### src/design/prs_pkg.sv
// Package: sizes, candidate record type and constrained-domination function.
`default_nettype none
package prs_pkg;
  localparam int POP_MAX   = 64;
  localparam int KEY_WIDTH = 32;
  localparam int KEY_W     = (KEY_WIDTH < 32) ? KEY_WIDTH : 32;
  localparam int IDX_W     = (POP_MAX > 1) ? $clog2(POP_MAX) : 1;
  localparam int CNT_W     = $clog2(POP_MAX + 1);
  localparam int RANK_W    = 7;

  typedef struct packed {
    logic              valid;
    logic              feas;
    logic [31:0]       viol;
    logic [KEY_W-1:0]  key1;
    logic [KEY_W-1:0]  key2;
    logic [15:0]       size;
    logic [RANK_W-1:0] rank;
  } cand_t;

  // a dominates b
  function automatic logic dominates(input cand_t a, input cand_t b);
    logic no_worse;
    logic better;
    no_worse = (a.key1 <= b.key1) && (a.key2 <= b.key2) && (a.size <= b.size);
    better   = (a.key1 < b.key1) || (a.key2 < b.key2) || (a.size < b.size);
    if (a.feas && !b.feas) dominates = 1'b1;
    else if (!a.feas && !b.feas) dominates = a.viol < b.viol;
    else if (!a.feas) dominates = 1'b0;
    else dominates = no_worse && better;
  endfunction
endpackage
`default_nettype wire

### src/design/prs_cell.sv
// One ring cell: holds a candidate and a circulating copy, relaxes its rank.
`default_nettype none
module prs_cell import prs_pkg::*; (
  input  wire logic  clk,
  input  wire logic  load_en,
  input  wire cand_t load_data,
  input  wire logic  own_valid,
  input  wire logic  start,
  input  wire logic  sweep,
  input  wire cand_t trav_in,
  output cand_t      trav_out,
  output logic [RANK_W-1:0] rank,
  output logic       changed
);
  cand_t own_r, own_nxt;
  cand_t trav_r, trav_nxt;
  logic [RANK_W-1:0] cand_rank;
  logic              hit;

  always_comb begin
    cand_rank = trav_r.rank + RANK_W'(1);
    hit = sweep && trav_r.valid && own_valid && dominates(trav_r, own_r)
          && (cand_rank > own_r.rank);
    own_nxt = own_r;
    if (load_en) begin
      own_nxt = load_data;
      own_nxt.rank = RANK_W'(1);
    end else if (hit) begin
      own_nxt.rank = cand_rank;
    end
    trav_nxt = trav_r;
    if (start) begin
      trav_nxt = own_r;
      trav_nxt.valid = own_valid;
    end else if (sweep) begin
      trav_nxt = trav_in;
    end
  end

  always_ff @(posedge clk) begin
    own_r  <= own_nxt;
    trav_r <= trav_nxt;
  end

  assign trav_out = trav_r;
  assign rank     = own_r.rank;
  assign changed  = hit;
endmodule
`default_nettype wire
### config.mk
export PLATFORM = sky130hd
export DESIGN_NAME = prs_cell
export DESIGN_NICKNAME = d
export VERILOG_FILES = /design/src/design/prs_pkg.sv /design/src/design/prs_cell.sv
export SDC_FILE = /design/constraint.sdc
export NUM_CORES = 1
export LEC_CHECK = 0
export BUFFER_PORTS_ARGS = -buffer_cell sky130_fd_sc_hd__buf_2
export CAP_MARGIN = 10
export CORE_ASPECT_RATIO = 0.5
export CORE_UTILIZATION = 55
export DETAILED_ROUTE_END_ITERATION = 8
export PLACE_DENSITY = 0.89
export SLEW_MARGIN = 10
export SYNTH_ARGS = -nofsm -noshare
export SYNTH_HDL_FRONTEND = slang
export SYNTH_SLANG_ARGS = --single-unit
### constraint.sdc
create_clock -name clk -period 10.8 [get_ports clk]
set_clock_uncertainty 0.2 [all_clocks]
set_input_delay 2.16 -clock clk [delete_from_list [all_inputs] [get_ports clk]]
set_output_delay 2.16 -clock clk [all_outputs]
set_load 0.03 [all_outputs]
==> metrics.csv, run 1 <==
stage,metric,value,unit
drt,drt_pass1_iterations,5,
drt,vias,8360,
run_status,status,"finished, final reports clean",
synth,synth.avg_cell_area,14.00,um^2
finish,nFillCells,1435,
clock_network,clock-root-buffer,clkbuf_16,
worst_setup_path,critPathLaunchType,flop,
synth,synth_warnings,0,
worst_setup_path,critical_path.max_fanout,7,
synth,synth_top_area_cell,edfxtp_1,
worst_setup_path,cp.required,8440,ps
power,p_int,0.001737,W
power,power_switching_share,27.92,%
synth,synthTopCellsByArea,"edfxtp_1, ha_1, mux2_2",
sta,finalWorstSetupSlack,4843,ps
clock_network,cts_sinks,241,
synth,synthCells,852,
sta,post-route-min-period,5957,ps
power,max-vdd-ir-drop,117.7,uV
worst_setup_path,cpPeakStageDelay,530,ps
placement,placed_area,14050,um^2
global_routing,antenna_found_initial,5,
worst_setup_path,ff2ff_path_depth,9,
finish,stdcell_count,1536,
sta,hold_viol_final,0,
power,clockPowerShare,32.2,%
global_routing,use_met3,5.258,%
sta,fin_setup_tns,0,ps
finish,drive_gt1_share,42.78,%
global_routing,grt-busiest-layer,met2,
worst_setup_path,rrSetupSlack,7490,ps
floorplan,die_area,22320,um^2
synth,ys_seq_elements,241,
worst_setup_path,r2r_start,trav_out[98],
sta,finalSetupViolations,0,
sta,slew_headroom,25.94,%
floorplan,start_util,57.14,%
worst_setup_path,timing.rr.end,rank[1],
global_routing,grt_pass1_wl,44390,um
synth,ys_types,49,
clock_network,post_cts_buffers,0,
global_routing,first_global_vias,8639,
finish,stdcell_area,14760,um^2
floorplan,num_rows,37,
power,p_sw,0.0006728,W
sta,rsz0062_at_grt,no,
synth,synth_top_area_share,58.90,%
drt,postRouteWirelength,29420,um
worst_setup_path,crit_path_top_delay_cell,a221oi_1,
global_routing,gr-usage-all-layers,25.72,%
floorplan,die_h,106.1,um
worst_setup_path,endpoint,changed,
worst_setup_path,critical_path_class,reg2out,
power,p_leak,6.654,nW
clock_network,insertion_delay,520,ps
drt,drt.antenna.violating_nets,0,
drt,wire_per_inst,19.15,um
synth,syn_area,11930,um^2
sta,max_freq,0.1679,GHz
floorplan,io_pins,376,
finish,fin_nets,1590,
min_path,hold_class,reg2reg,
synth,yosysMostFrequentCell,edfxtp_1,
placement,place_hpwl,21900,um
worst_setup_path,worstPathArrival,3600,ps
floorplan,die_x,210.3,um
global_routing,grt_max_degree,81,
clock_network,tritoncts,done,
finish,syn_to_final_growth,23.69,%
clock_network,htreeDepth,1,
placement,placed_cells,1492,
synth,syn-num-nets,1218,
worst_setup_path,endpoint_kind,output pin,
worst_setup_path,path_cells,"ha_1, a21oi_1, o21ai_0, a2111oi_0, o31ai_1, a221oi_1, o211ai_1, nor3_1, buf_2",
worst_setup_path,crit_start,trav_out[98],
drt,vias_per_cell,5.443,
drt,drc,0,
clock_network,cts_resized,0,
synth,synth_ff_type,edfxtp_1,
floorplan,core,20880,um^2
synth,async_reset_ff_share,0,%
sta,fin_crit_sh,55.16,%
synth,synth_common_cells,"edfxtp_1, inv_1, mux2_2",
placement,pre_cts_slack,4880,ps
placement,port_buffers,367,
sta,tightest_slew,1111,ps
global_routing,use_met1,30.69,%
clock_network,clkTransAtPathRegs,70,ps
drt,drtIter0Drc,533,
power,p_comb_share,19.1,%
synth,seq_area_frac_synth,60.07,%
global_routing,grtUsageMet2,45.51,%
synth,synth_edf_count,234,
clock_network,cts_hold_buf,0,
power,seqPwrFrac,48.7,%
power,power.density,163.3,nW/um^2
clock_network,cts-buffers-inserted,22,
clock_network,clockBufferDepth,3,
sta,final_max_slew_viol_count,0,
flow_run,maxCapViolCount,0,
placement,place_congestion,0.8958,
global_routing,grt_overflow,0,
-- power by group through the flow --
stage | combinational [W] | clock [W] | sequential, W
6_report | 0.000460 | 0.000775 | 0.00117
5_1_grt | 0.000502 | 0.000821 | 0.00118
4_1_cts | 0.000461 | 0.000792 | 0.00117
3_5_place_dp | 0.000457 | 0 | 0.00119
3_3_place_gp | 0.000437 | 0 | 0.00119
2_1_floorplan | 0.000202 | 0 | 0.00128
-- cell families after synthesis --
kind of cell               Yosys count  share of synthesized area (%)
AOI/OAI and AO/OA                  112                          6.010
adders and majority gates          119                          12.48
xor gates and xnor gates             5                         0.3671
DFF                                241                          60.07
and+or+nand+nor                    105                          4.677
muxes                              121                          11.42
buffers and inverters              149                          4.971
-- cell usage in the layout (no fill, tap or decap), types with 5 or more instances in the layout --
cell type / Yosys / routed
a21o_1: 14 / 14
a21oi_1: 45 / 45
a31oi_1: 6 / 6
buf_2: 0 / 365
buf_4: 7 / 6
clkbuf_1: 10 / 7
clkbuf_16: 0 / 23
dfxtp_1: 7 / 7
diode_2: 0 / 5
edfxtp_1: 234 / 234
ha_1: 119 / 119
inv_1: 126 / 126
mux2_2: 121 / 121
nand2_1: 28 / 28
nand3_1: 9 / 9
nand4_1: 21 / 21
nor2_1: 13 / 13
nor3_1: 7 / 7
nor4_1: 8 / 8
o21ai_0: 16 / 16
-- sequential cells by signal, indices dropped and copies added (netlist names) --
register	count
trav_out	121
own_r	113
rank	7
-- through the flow --
step                hold slack [ps]  power, W  utilization (%)
finish                        350.3  0.002409            70.68
floorplan                     271.1  0.001478                -
detailed placement            327.4  0.001650            67.29
CTS                           348.9  0.002427            70.62
global placement              297.0  0.001624            67.29
global route                  386.2  0.002506            70.67
-- critical path, delay by kind of cell (launching register included) --
kind	cells	cell delay, ps
AOI/OAI and AO/OA	6	1760
DFF	1	390
adders and majority gates	1	360
and+or+nand+nor	1	320
buffers and inverters	1	270
-- worst min-delay path by stage --
stage	startpoint	end	slack, ps	depth (start not counted)
after floorplan	rank[1]	rank[1]	270	2
after global placement	rank[1]	rank[1]	300	2
after detailed placement	rank[1]	rank[1]	330	2
after CTS	rank[1]	rank[1]	350	2
after global routing	own_r[20]	trav_out[20]	390	1
final	rank[1]	rank[1]	350	2
-- metal layers --
metal	up-vias	wire length, um
met4	2	1179
met5	-	8
met3	78	1689
li1	3918	-
met2	298	14850
met1	4064	11690
-- layout make-up --
class / instances / area [um^2] / area share, %
Antenna cell: 5 / 12.51 / 0.08479
Sequential cell: 241 / 7167 / 48.57
Tap cell: 292 / 365.4 / 2.476
Clock inverter: 7 / 65.06 / 0.4409
Clock buffer: 32 / 629.4 / 4.265
Inverter: 126 / 473.0 / 3.205
Timing Repair Buffer: 371 / 1872 / 12.68
Multi-Input combinational cell: 462 / 4173 / 28.28
(Power assumes the default switching activity.)
==> inputs of run 2 (changes only) <==
--- a/config.mk
+++ b/config.mk
@@ -5,12 +5,13 @@
 export SDC_FILE = /design/constraint.sdc
 export NUM_CORES = 1
 export LEC_CHECK = 0
+export ABC_AREA = 1
 export BUFFER_PORTS_ARGS = -buffer_cell sky130_fd_sc_hd__buf_2
 export CAP_MARGIN = 10
 export CORE_ASPECT_RATIO = 0.5
-export CORE_UTILIZATION = 55
+export CORE_UTILIZATION = 52
 export DETAILED_ROUTE_END_ITERATION = 8
-export PLACE_DENSITY = 0.89
+export PLACE_DENSITY = 0.85
 export SLEW_MARGIN = 10
 export SYNTH_ARGS = -nofsm -noshare
 export SYNTH_HDL_FRONTEND = slang
==> constraint.sdc (replaced) <==
create_clock -name clk -period 5.57 [get_ports clk]
set_clock_uncertainty 0.2 [all_clocks]
set_input_delay 1.114 -clock clk [delete_from_list [all_inputs] [get_ports clk]]
set_output_delay 1.114 -clock clk [all_outputs]
set_load 0.03 [all_outputs]
==> run 2 against run 1 <==
Net effect:
- sequential share of layout area up 0.47 points
- routed wire length up 1.7%
- sequential power up 91%
- count of clock-buffer cells in the layout down 6
- synthesized cell count up 26%
- largest power group unchanged
==> metrics.csv, run 2 <==
stage,metric,value,unit,change
floorplan,num_rows,38,,+2.7%
floorplan,start_util,53.86,%,-3.3 points
finish,drive_gt1_share,28.61,%,-14 points
finish,fin_nets,1801,,+13%
clock_network,htreeDepth,1,,unchanged
placement,place_congestion,0.9720,,+8.5%
power,p_leak,6.962,nW,+4.6%
clock_network,cts_resized,0,,unchanged
sta,finalSetupViolations,0,,unchanged
worst_setup_path,critPathLaunchType,flop,,
synth,synth_ff_type,edfxtp_1,,
worst_setup_path,ff2ff_path_depth,15,,+6
global_routing,grt_overflow,0,,unchanged
worst_setup_path,timing.rr.end,rank[0],,
drt,postRouteWirelength,29900,um,+1.7%
sta,slew_headroom,33.69,%,+7.7 points
sta,hold_viol_final,0,,unchanged
sta,fin_crit_sh,85.49,%,
synth,ys_seq_elements,241,,unchanged
worst_setup_path,critical_path_class,reg2out,,
drt,wire_per_inst,16.97,um,-11%
floorplan,core,21970,um^2,+5.2%
run_status,status,"finished, final reports clean",,
synth,ys_types,35,,-29%
synth,yosysMostFrequentCell,nand2_1,,
synth,syn-num-nets,1439,,+18%
synth,synthTopCellsByArea,"edfxtp_1, ha_1, nand2_1",,
clock_network,cts-buffers-inserted,23,,+4.5%
worst_setup_path,worstPathArrival,3450,ps,-150 ps
synth,synth_top_area_cell,edfxtp_1,,
clock_network,clock-root-buffer,clkbuf_16,,
floorplan,io_pins,376,,unchanged
placement,place_hpwl,22360,um,+2.1%
synth,syn_area,11830,um^2,-0.83%
sta,rsz0062_at_grt,no,,
finish,largest_reg_flops,121,,unchanged
floorplan,die_h,108.7,um,+2.4%
placement,pre_cts_slack,1480,ps,-3400 ps
synth,synth_top_area_share,59.39,%,+0.49 points
synth,async_reset_ff_share,0,%,unchanged
sta,final_max_slew_viol_count,0,,unchanged
finish,layout_common_cells,"buf_2, nand2_1, edfxtp_1",,
finish,fin_util,66.53,%,-4.1 points
finish,nFillCells,1641,,+14%
drt,vias,9079,,+8.6%
floorplan,die_area,23400,um^2,+4.8%
global_routing,first_global_vias,9395,,+8.8%
sta,tightest_slew,994.6,ps,-116.2 ps
global_routing,grtUsageMet2,43.92,%,-1.6 points
global_routing,grt_max_degree,161,,+99%
drt,drt.antenna.violating_nets,0,,unchanged
synth,synth_edf_count,234,,unchanged
drt,vias_per_cell,5.153,,-5.3%
sta,finalWorstSetupSlack,808.4,ps,-4034 ps
global_routing,use_met3,5.774,%,+0.52 points
worst_setup_path,rrSetupSlack,2460,ps,-5030 ps
power,power.density,310.2,nW/um^2,+90%
clock_network,clkTransAtPathRegs,70,ps,about the same
floorplan,die_x,215.3,um,+2.4%
worst_setup_path,crit_start,trav_out[0],,
clock_network,clockBufferDepth,3,,unchanged
finish,final_common_cell,buf_2,,
min_path,min_delay_path_depth,2,,unchanged
clock_network,insertion_delay,520,ps,about the same
drt,drt_pass1_iterations,7,,+2
sta,max_freq,0.2100,GHz,
synth,synthCells,1073,,+26%
worst_setup_path,cp.required,4260,ps,-4180 ps
clock_network,cts_sinks,241,,unchanged
synth,seq_area_frac_synth,60.58,%,+0.50 points
worst_setup_path,endpoint_kind,output pin,,
finish,stdcell_count,1762,,+15%
synth,synth.avg_cell_area,11.03,um^2,-21%
placement,placed_cells,1710,,+15%
global_routing,grt_pass1_wl,45800,um,+3.2%
worst_setup_path,endpoint,changed,,
worst_setup_path,r2r_start,trav_out[0],,
flow_run,maxCapViolCount,0,,unchanged
global_routing,use_met1,28.85,%,-1.8 points
global_routing,grt-busiest-layer,met2,,
clock_network,tritoncts,done,,
synth,synth_common_cells,"nand2_1, edfxtp_1, inv_1",,
sta,post-route-min-period,4762,ps,
synth,synth_warnings,0,,unchanged
power,max-vdd-ir-drop,178.0,uV,+51%
global_routing,gr-usage-all-layers,24.91,%,-0.82 points
global_routing,antenna_found_initial,14,,+9
drt,drtIter0Drc,731,,+37%
clock_network,cts_hold_buf,0,,unchanged
drt,drc,0,,unchanged
min_path,hold_class,reg2reg,,
worst_setup_path,critical_path.max_fanout,14,,+7
clock_network,post_cts_buffers,0,,unchanged
finish,syn_to_final_growth,23.52,%,
placement,port_buffers,367,,unchanged
sta,fin_setup_tns,0,ps,unchanged
[run 2: cell type report]
class	instances	area [um^2]	share of cell area (%)
Inverter	148	560.5	3.836
Clock buffer	26	586.8	4.015
Tap cell	300	375.4	2.568
Sequential cell	241	7167	49.04
Antenna cell	15	37.54	0.2568
Timing Repair Buffer	373	1884	12.89
Multi-Input combinational cell	648	3933	26.91
Clock inverter	11	70.07	0.4795
[run 2: cell families after synthesis]
kind of cell	synth area share, %
compound gates	8.830
xor+xnor	0.3701
fa+ha+maj	12.58
buf+inv	6.208
flops	60.58
simple gates	11.43
[run 2: worst max-delay path, cell delays in order, from the launching register on]
cell and delay, ps:
edfxtp_1 460, ha_1 270, nand3_1 130, nand3b_1 140, xor2_1 230, inv_1 80
ha_1 300, nand2_1 80, inv_1 80, nand4_1 100, o211ai_1 110, nand3_1 150
a21oi_4 370, nand2_1 140, inv_1 80, buf_2 190
[run 2: power by group]
group / leakage [nW] / total, W / internal (W) / switching [W]
Clock: 0.322 / 0.00146 / 0.000793 / 0.000663
Combinational: 4.22 / 0.000835 / 0.000287 / 0.000549
Sequential: 2.42 / 0.00224 / 0.00217 / 0.0000721
[run 2: how the worst min path moves through the flow]
stage                     startpoint  slack (ps)       to
final                        rank[0]         330  rank[0]
after global routing         rank[0]         340  rank[0]
after detailed placement     rank[0]         320  rank[0]
after CTS                    rank[0]         330  rank[0]
after floorplan              rank[1]         270  rank[1]
after global placement       rank[0]         310  rank[0]
[run 2: metrics by stage]
stage | hold slack [ps] | cell area, um^2 | total power [W]
global placement | 312.3 | 13920 | 0.003058
CTS | 328.0 | 14580 | 0.004557
floorplan | 274.7 | 11830 | 0.002795
finish | 327.2 | 14610 | 0.004534
global route | 344.8 | 14600 | 0.004718
detailed placement | 318.6 | 13920 | 0.003109
[run 2: routing by layer]
metal  part of all wire, %  vias to the layer above  routed length (um)
met5                 0.040                        -                  12
met4                   4.9                        2                1464
met3                   5.6                       99                1664
met2                    50                      311               14820
met1                    40                     4250               11940
li1                      -                     4417                   -
